## config.mk

```make
export PLATFORM = sky130hd
export DESIGN_NAME = bezier_point_evaluator_core
export DESIGN_NICKNAME = d
export VERILOG_FILES = /design/src/design/bpe_pkg.sv /design/src/design/bpe_store.sv /design/src/design/bpe_lerp.sv /design/src/design/bezier_point_evaluator_core.sv
export SDC_FILE = /design/constraint.sdc
export NUM_CORES = 2
export LEC_CHECK = 0
export ABC_AREA = 1
export BUFFER_PORTS_ARGS = -buffer_cell sky130_fd_sc_hd__buf_2
export CAP_MARGIN = 20
export CORE_ASPECT_RATIO = 2
export CORE_MARGIN = 5
export CORE_UTILIZATION = 60
export DETAILED_ROUTE_END_ITERATION = 6
export PLACE_DENSITY = 0.76
export SLEW_MARGIN = 10
export SYNTH_ARGS = -nofsm -noshare
export SYNTH_HDL_FRONTEND = slang
export SYNTH_SLANG_ARGS = --single-unit
```

## constraint.sdc

```tcl
create_clock -name clk -period 23 [get_ports clk]
set_input_delay 1.15 -clock clk [delete_from_list [all_inputs] [get_ports clk]]
set_output_delay 1.15 -clock clk [all_outputs]
set_load 0.01 [all_outputs]
```

## src/design/bpe_pkg.sv

```systemverilog
// Shared types and constants for the Bezier point evaluator.
`timescale 1ns / 1ps

package bpe_pkg;

  // Request kinds
  localparam logic [1:0] KIND_CLEAR  = 2'd0;
  localparam logic [1:0] KIND_APPEND = 2'd1;
  localparam logic [1:0] KIND_EVAL   = 2'd2;

  // Result status
  localparam logic STATUS_OK    = 1'b0;
  localparam logic STATUS_EMPTY = 1'b1;

  // Curve parameter, unsigned Q0.16 with one extra bit for the value one
  localparam int unsigned T_WIDTH = 17;
  localparam int unsigned T_FRAC  = 16;
  localparam logic [T_WIDTH-1:0] T_ONE = 17'h10000;
  localparam int unsigned ROUND_HALF = 32768;

  typedef enum logic [5:0] {
    S_IDLE  = 6'b000001,
    S_LOAD0 = 6'b000010,
    S_PREV  = 6'b000100,
    S_MUL   = 6'b001000,
    S_SUM   = 6'b010000,
    S_EMIT  = 6'b100000
  } bpe_state_t;

endpackage

```

## src/design/bpe_store.sv

```systemverilog
// Control point memory and interpolation scratch memory with a shared read path.
`timescale 1ns / 1ps

module bpe_store #(
  parameter int MAX_POINTS  = 16,
  parameter int COORD_WIDTH = 16
) (
  input  logic                          clk,
  input  logic                          ctrl_wr_en,
  input  logic [$clog2(MAX_POINTS)-1:0] ctrl_wr_addr,
  input  logic [2*COORD_WIDTH-1:0]      ctrl_wr_data,
  input  logic                          work_wr_en,
  input  logic [$clog2(MAX_POINTS)-1:0] work_wr_addr,
  input  logic [2*COORD_WIDTH-1:0]      work_wr_data,
  input  logic                          rd_en,
  input  logic                          rd_src_ctrl,
  input  logic [$clog2(MAX_POINTS)-1:0] rd_addr,
  output logic [2*COORD_WIDTH-1:0]      rd_data
);

  localparam int DW = 2 * COORD_WIDTH;

  logic [DW-1:0] ctrl_mem [MAX_POINTS];
  logic [DW-1:0] work_mem [MAX_POINTS];
  logic [DW-1:0] ctrl_rd;
  logic [DW-1:0] work_rd;
  logic          src_ctrl;

  always_ff @(posedge clk) begin
    if (ctrl_wr_en) begin
      ctrl_mem[ctrl_wr_addr] <= ctrl_wr_data;
    end
    if (rd_en) begin
      ctrl_rd <= ctrl_mem[rd_addr];
    end
  end

  always_ff @(posedge clk) begin
    if (work_wr_en) begin
      work_mem[work_wr_addr] <= work_wr_data;
    end
    if (rd_en) begin
      work_rd  <= work_mem[rd_addr];
      src_ctrl <= rd_src_ctrl;
    end
  end

  assign rd_data = src_ctrl ? ctrl_rd : work_rd;

endmodule

```

## src/design/bpe_lerp.sv

```systemverilog
// Shared interpolation unit: one multiplier per coordinate, then a rounding add.
`timescale 1ns / 1ps

module bpe_lerp #(
  parameter int COORD_WIDTH = 16
) (
  input  logic                          clk,
  input  logic                          mul_en,
  input  logic [bpe_pkg::T_WIDTH-1:0]   t_val,
  input  logic signed [COORD_WIDTH-1:0] a_x,
  input  logic signed [COORD_WIDTH-1:0] a_y,
  input  logic signed [COORD_WIDTH-1:0] b_x,
  input  logic signed [COORD_WIDTH-1:0] b_y,
  output logic signed [COORD_WIDTH-1:0] v_x,
  output logic signed [COORD_WIDTH-1:0] v_y
);

  // difference is COORD_WIDTH+1 bits, t is made signed with one more bit
  localparam int PW = COORD_WIDTH + 1 + bpe_pkg::T_WIDTH + 1;
  localparam int SW = PW - bpe_pkg::T_FRAC;

  logic signed [COORD_WIDTH:0]       diff_x;
  logic signed [COORD_WIDTH:0]       diff_y;
  logic signed [bpe_pkg::T_WIDTH:0]  t_s;
  logic signed [PW-1:0]              prod_x;
  logic signed [PW-1:0]              prod_y;
  logic signed [COORD_WIDTH-1:0]     base_x;
  logic signed [COORD_WIDTH-1:0]     base_y;
  logic signed [PW-1:0]              biased_x;
  logic signed [PW-1:0]              biased_y;
  logic signed [SW-1:0]              sum_x;
  logic signed [SW-1:0]              sum_y;

  assign diff_x = {b_x[COORD_WIDTH-1], b_x} - {a_x[COORD_WIDTH-1], a_x};
  assign diff_y = {b_y[COORD_WIDTH-1], b_y} - {a_y[COORD_WIDTH-1], a_y};
  assign t_s    = {1'b0, t_val};

  // a + t*(b-a) rounded half up; 65536*a carries no fraction, so add a afterwards
  always_ff @(posedge clk) begin
    if (mul_en) begin
      prod_x <= PW'(diff_x * t_s);
      prod_y <= PW'(diff_y * t_s);
      base_x <= a_x;
      base_y <= a_y;
    end
  end

  assign biased_x = prod_x + PW'(bpe_pkg::ROUND_HALF);
  assign biased_y = prod_y + PW'(bpe_pkg::ROUND_HALF);
  assign sum_x = biased_x[PW-1:bpe_pkg::T_FRAC] + SW'(base_x);
  assign sum_y = biased_y[PW-1:bpe_pkg::T_FRAC] + SW'(base_y);
  assign v_x = sum_x[COORD_WIDTH-1:0];
  assign v_y = sum_y[COORD_WIDTH-1:0];

endmodule

```

## src/design/bezier_point_evaluator_core.sv

```systemverilog
// Top level of the Bezier point evaluator: request decode and interpolation sequencer.
`timescale 1ns / 1ps

// Requests clear the control point list, append a point (dropped when the list
// is full) or evaluate the curve at t by de Casteljau. Clear and append give no
// result. An evaluate over n stored points runs n-1 levels of pairwise
// interpolation through one shared multiplier pair and a scratch memory with one
// registered read port: each level primes the read path in the LOAD0 and PREV
// states and then passes through MUL and SUM once per interpolation, and the
// request ends in the EMIT state, which offers the result. A stalled earlier
// result holds the block in EMIT until it is taken. An empty list gives status 1
// with zero coordinates.
// The result register frees the input side once the result is loaded.
module bezier_point_evaluator_core #(
  parameter int MAX_POINTS  = 16,
  parameter int COORD_WIDTH = 16
) (
  input  logic                          clk,
  input  logic                          rst,
  input  logic                          in_valid,
  output logic                          in_stall,
  input  logic [1:0]                    kind,
  input  logic signed [COORD_WIDTH-1:0] point_x,
  input  logic signed [COORD_WIDTH-1:0] point_y,
  input  logic [bpe_pkg::T_WIDTH-1:0]   t_param,
  output logic                          out_valid,
  input  logic                          out_stall,
  output logic signed [COORD_WIDTH-1:0] curve_x,
  output logic signed [COORD_WIDTH-1:0] curve_y,
  output logic                          status
);

  localparam int AW = $clog2(MAX_POINTS);
  localparam int CW = $clog2(MAX_POINTS + 1);
  localparam int DW = 2 * COORD_WIDTH;

  bpe_pkg::bpe_state_t state;

  logic [CW-1:0]                 count;
  logic [CW-1:0]                 lerps;
  logic [CW-1:0]                 j;
  logic [CW-1:0]                 j_inc1;
  logic [CW-1:0]                 j_inc2;
  logic                          src_ctrl;
  logic [bpe_pkg::T_WIDTH-1:0]   t_reg;
  logic signed [COORD_WIDTH-1:0] prev_x;
  logic signed [COORD_WIDTH-1:0] prev_y;
  logic signed [COORD_WIDTH-1:0] res_x;
  logic signed [COORD_WIDTH-1:0] res_y;
  logic                          res_status;

  logic                          accept;
  logic                          out_free;
  logic                          out_valid_next;
  logic                          more;
  logic                          ctrl_wr_en;
  logic                          rd_en;
  logic [AW-1:0]                 rd_addr;
  logic [DW-1:0]                 rd_data;
  logic signed [COORD_WIDTH-1:0] cur_x;
  logic signed [COORD_WIDTH-1:0] cur_y;
  logic signed [COORD_WIDTH-1:0] v_x;
  logic signed [COORD_WIDTH-1:0] v_y;

  assign in_stall = (state != bpe_pkg::S_IDLE);
  assign accept   = in_valid && !in_stall;
  assign out_free = !out_valid || !out_stall;
  assign j_inc1   = j + CW'(1);
  assign j_inc2   = j + CW'(2);
  assign more     = (j_inc1 < lerps);
  assign cur_x    = rd_data[DW-1:COORD_WIDTH];
  assign cur_y    = rd_data[COORD_WIDTH-1:0];

  // hold a stalled result, load a new one from the emit state
  assign out_valid_next = ((state == bpe_pkg::S_EMIT) && out_free) || (out_valid && out_stall);

  assign ctrl_wr_en = accept && (kind == bpe_pkg::KIND_APPEND) && (count < CW'(MAX_POINTS));

  always_comb begin
    rd_en   = 1'b0;
    rd_addr = '0;
    unique case (state)
      bpe_pkg::S_LOAD0: begin
        rd_en = 1'b1;
      end
      bpe_pkg::S_PREV: begin
        rd_en   = (lerps != '0);
        rd_addr = j_inc1[AW-1:0];
      end
      bpe_pkg::S_MUL: begin
        // fetch the right operand of the next interpolation ahead of time
        rd_en   = more;
        rd_addr = j_inc2[AW-1:0];
      end
      default: begin
        rd_en = 1'b0;
      end
    endcase
  end

  bpe_store #(
    .MAX_POINTS (MAX_POINTS),
    .COORD_WIDTH(COORD_WIDTH)
  ) u_store (
    .clk         (clk),
    .ctrl_wr_en  (ctrl_wr_en),
    .ctrl_wr_addr(count[AW-1:0]),
    .ctrl_wr_data({point_x, point_y}),
    .work_wr_en  (state == bpe_pkg::S_SUM),
    .work_wr_addr(j[AW-1:0]),
    .work_wr_data({v_x, v_y}),
    .rd_en       (rd_en),
    .rd_src_ctrl (src_ctrl),
    .rd_addr     (rd_addr),
    .rd_data     (rd_data)
  );

  bpe_lerp #(
    .COORD_WIDTH(COORD_WIDTH)
  ) u_lerp (
    .clk   (clk),
    .mul_en(state == bpe_pkg::S_MUL),
    .t_val (t_reg),
    .a_x   (prev_x),
    .a_y   (prev_y),
    .b_x   (cur_x),
    .b_y   (cur_y),
    .v_x   (v_x),
    .v_y   (v_y)
  );

  // control state
  always_ff @(posedge clk) begin
    if (rst) begin
      state     <= bpe_pkg::S_IDLE;
      count     <= '0;
      out_valid <= 1'b0;
    end else begin
      out_valid <= out_valid_next;
      unique case (state)
        bpe_pkg::S_IDLE: begin
          if (accept) begin
            case (kind)
              bpe_pkg::KIND_CLEAR: begin
                count <= '0;
              end
              bpe_pkg::KIND_APPEND: begin
                if (ctrl_wr_en) begin
                  count <= count + CW'(1);
                end
              end
              bpe_pkg::KIND_EVAL: begin
                state <= (count == '0) ? bpe_pkg::S_EMIT : bpe_pkg::S_LOAD0;
              end
              default: begin
                state <= bpe_pkg::S_IDLE;
              end
            endcase
          end
        end
        bpe_pkg::S_LOAD0: begin
          state <= bpe_pkg::S_PREV;
        end
        bpe_pkg::S_PREV: begin
          state <= (lerps == '0) ? bpe_pkg::S_EMIT : bpe_pkg::S_MUL;
        end
        bpe_pkg::S_MUL: begin
          state <= bpe_pkg::S_SUM;
        end
        bpe_pkg::S_SUM: begin
          if (more) begin
            state <= bpe_pkg::S_MUL;
          end else if (lerps == CW'(1)) begin
            state <= bpe_pkg::S_EMIT;
          end else begin
            state <= bpe_pkg::S_LOAD0;
          end
        end
        bpe_pkg::S_EMIT: begin
          if (out_free) begin
            state <= bpe_pkg::S_IDLE;
          end
        end
        default: begin
          state <= bpe_pkg::S_IDLE;
        end
      endcase
    end
  end

  // datapath registers
  always_ff @(posedge clk) begin
    unique case (state)
      bpe_pkg::S_IDLE: begin
        if (accept && (kind == bpe_pkg::KIND_EVAL)) begin
          t_reg      <= (t_param > bpe_pkg::T_ONE) ? bpe_pkg::T_ONE : t_param;
          lerps      <= count - CW'(1);
          src_ctrl   <= 1'b1;
          res_x      <= '0;
          res_y      <= '0;
          res_status <= (count == '0) ? bpe_pkg::STATUS_EMPTY : bpe_pkg::STATUS_OK;
        end
      end
      bpe_pkg::S_LOAD0: begin
        j <= '0;
      end
      bpe_pkg::S_PREV: begin
        prev_x <= cur_x;
        prev_y <= cur_y;
        // a single point is its own curve
        if (lerps == '0) begin
          res_x <= cur_x;
          res_y <= cur_y;
        end
      end
      bpe_pkg::S_MUL: begin
        prev_x <= cur_x;
        prev_y <= cur_y;
      end
      bpe_pkg::S_SUM: begin
        if (more) begin
          j <= j_inc1;
        end else begin
          // level done: later levels read back the scratch memory
          lerps    <= lerps - CW'(1);
          src_ctrl <= 1'b0;
          res_x    <= v_x;
          res_y    <= v_y;
        end
      end
      bpe_pkg::S_EMIT: begin
        if (out_free) begin
          curve_x <= res_x;
          curve_y <= res_y;
          status  <= res_status;
        end
      end
      default: begin
        j <= j;
      end
    endcase
  end

endmodule

```

==> out/metrics.yaml <==
routing:
  via_count: 51400
  via_per_inst: 5.947
  wire_per_inst_microns: 24.54
  drc: 4
  drtIter0Drc: 4406
  first_pass_iters: 7
  drt.antenna.violating_nets: 0
  wl_microns: 212100
sta:
  setup_violations: 0
  fin_setup_tns_ns: 0
  whs_ns: 0.4182
  report.final.hold_viol_count: 0
  slew_violations: 0
  worst_pin_slew_ns: 1.192
  rsz0062_at_grt: "no"
  slew_headroom_pct: 20.07
  fin_crit_sh_pct: 37.51
  fin_crit_ns: 8.626
  fmax_mhz: 115.9
  finClkSkew_ns: 0.01777
pwr:
  power_density_nw_per_um2: 73.62
  vdd_drop_max_mv: 0.06782
  cellLeakagePower_nw: 34.71
  p_clk_share_pct: 33.0
  p_comb_share_pct: 22.4
  p_sw_mw: 1.740
  switching_share_pct: 29.50
  seq_power_share_pct: 44.6
  p_total_mw: 5.899
  internal-power_mw: 4.159
layout:
  drive_above_1_share_pct: 6.691
  nNetsFinal: 7772
  synthToLayoutAreaGrowth_pct: 8.051
  fin_area_sq_um: 80140
  top_regs: "u_store.ctrl_mem x512, u_store.work_mem x512"
clock_tree:
  cts_tree: "yes"
  insertion_delay_ns: 0.73
  cts_buffer_depth: 3
  ctsResizeCount: 0
  clk_pin_slew_worst_paths_ns: 0.07
  root_buffer: "clkbuf_16"
  ctsHoldBuffers: 0
  cts-buffers-inserted: 107
  post_cts_buffers: 0
  htreeDepth: 3
  clock_sinks: 1293
worst_setup_path:
  r2r_slack_ns: 14.37
  crit_path_start_kind: "flip-flop"
  critPathArrivalTime_ns: 9.10
  worstPathRequired_ns: 23.48
  cp_common_cell: "nand2_1"
  worstSetupPathType: "flip-flop to flip-flop"
  endpoint_kind: "flip-flop"
  crit_path_max_fanout: 32
  crit_slowest_cell: "fa_1"
  r2r_cells: 33
  rr_startpoint: "u_store.src_ctrl"
  rr_endpoint: "u_lerp.prod_y[20]"
  slowest_delay_ns: 0.58
floorplanning:
  dieArea_sq_um: 131200
  dieWidth_microns: 258.6
  dieHeight_microns: 507.2
  design.core.area_sq_um: 123000
  io_pins: 90
  rows: 182
  start_util_pct: 60.31
global_routing:
  grt.total_usage_pct: 32.14
  grt_pass1_vias: 52600
  antenna_found_initial: 16
  grt_pass1_wl_microns: 313200
  grt_max_degree: 186
  grt_overflow_total: 0
min_path:
  whs_path_depth: 0
  holdCritStartpoint: "src_ctrl"
  hp-class: "flip-flop to flip-flop"
  hold_end: "u_store.src_ctrl"
place:
  routabilityCongestion: 1.011
  hpwl_microns: 146000
  dpl_cell_area_sq_um: 76280
  port_buffers: 89
synth:
  yosysUniqueCellTypes: 55
  syn_area_per_cell_sq_um: 10.61
  synth_area_sq_um: 74170
  synth_seq_cells: 1293
  synthCells: 6990
  synth.yosys.seq_area_share_pct: 52.19
  synth_warnings: 0
  syn_nets: 7788
  async_flop_share_pct: 0
  ys.flop_type: "edfxtp_1"
  synth_edf_count: 1281
outcome:
  violations: "DRC"
  status: "complete, but fails checks"
run:
  drv_cap: 0
[critical path: cells and delay by family, from the launching register on]
family / cells / cell delay, ns
buffers and inverters: 8 / 1.32
adders and majority gates: 9 / 4.16
DFF: 1 / 0.39
AOI/OAI and AO/OA: 4 / 1.09
and+or+nand+nor: 12 / 1.39
[routing by layer]
layer	vias to the layer above	share of wire (%)	GRT usage, %
li1	22970	-	-
met2	2395	52	58.86
met1	25120	31	31.87
met4	8	10	25.98
met5	-	0.022	0
met3	907	6.5	4.816
[worst max path at each step]
stage,startpoint,to,slack (ns)
after floorplan,u_store.src_ctrl,u_lerp.prod_y[25],15.50
after global placement,u_store.src_ctrl,u_lerp.prod_y[20],14.53
after detailed placement,u_store.src_ctrl,u_lerp.prod_y[20],14.43
after CTS,u_store.src_ctrl,u_lerp.prod_y[20],14.41
after global routing,u_store.src_ctrl,u_lerp.prod_y[20],13.99
final,u_store.src_ctrl,u_lerp.prod_y[20],14.37
[kinds of logic after synthesis]
| kind of cell | after synthesis | share of synthesized area [%] |
|---|---|---|
| buffers and inverters | 1734 | 8.995 |
| DFF | 1293 | 52.19 |
| muxes | 30 | 0.4538 |
| AOI/OAI and AO/OA | 791 | 7.357 |
| adders and majority gates | 743 | 17.09 |
| and+or+nand+nor | 2308 | 12.84 |
| xor gates and xnor gates | 91 | 1.075 |
[per-stage QoR]
step           utilization, %  cells  setup slack (ns)
2_1_floorplan               -   6990             15.50
3_3_place_gp            62.03   8426             14.53
3_5_place_dp            62.03   8426             14.43
4_1_cts                 65.11   8630             14.41
5_1_grt                 65.16   8638             13.99
6_report                65.17   8643             14.37
[layout make-up]
type | count | area [sq um]
fillers | 9323 | 42830
flip-flops and latches | 1293 | 38710
multi-input cells | 3963 | 29120
inverters | 1427 | 5368
clock buffers | 124 | 2761
well taps | 1564 | 1957
repair buffers | 182 | 1176
clock inverters | 80 | 1018
diodes | 10 | 25.02
[power by group through the flow]
| stage | Combinational (mW) | Clock (mW) | Sequential (mW) |
|---|---|---|---|
| after floorplan | 0.878 | 0 | 2.68 |
| after global placement | 1.30 | 0 | 2.68 |
| after CTS | 1.32 | 1.97 | 2.63 |
| after global routing | 1.47 | 2.06 | 2.63 |
| after detailed placement | 1.30 | 0 | 2.68 |
| final | 1.32 | 1.95 | 2.63 |
[synthesized netlist by cell type, types with 29 or more instances]
cell type	n	area (sq um)
xor2_1	70	613.1
ha_1	293	3666
nand2_1	1315	4936
nor2_1	414	1554
a21oi_1	116	580.6
mux2_2	29	326.6
clkbuf_1	176	660.6
o21ai_0	85	425.4
nand3_1	490	2452
o211ai_1	514	3859
fa_1	450	9009
edfxtp_1	1281	38470
buf_2	100	500.5
inv_1	1411	5296
[layout by cell type (no fill, tap or decap), types with 5 or more instances in the layout]
master | Yosys | layout
inv_1 | 1411 | 1409
nand2_1 | 1315 | 1315
edfxtp_1 | 1281 | 1281
o211ai_1 | 514 | 514
nand3_1 | 490 | 490
fa_1 | 450 | 450
nor2_1 | 414 | 381
ha_1 | 293 | 293
a21oi_1 | 116 | 116
clkbuf_16 | 0 | 107
buf_4 | 8 | 91
buf_2 | 100 | 89
o21ai_0 | 85 | 84
xor2_1 | 70 | 70
nor2_4 | 2 | 35
mux2_2 | 29 | 29
nor3_1 | 24 | 23
clkinv_2 | 0 | 23
clkinv_1 | 10 | 22
or2_2 | 18 | 18
bufinv_16 | 0 | 18
xnor2_1 | 21 | 17
clkbuf_1 | 176 | 15
nor4_1 | 14 | 14
a31oi_1 | 13 | 13
o21bai_1 | 12 | 12
nand4_1 | 12 | 12
clkinvlp_4 | 0 | 12
dfxtp_1 | 12 | 12
a21o_1 | 11 | 11
o21a_1 | 13 | 11
diode_2 | 0 | 10
inv_6 | 0 | 7
a22o_1 | 6 | 6
inv_2 | 6 | 5
(Power assumes the default switching activity.)
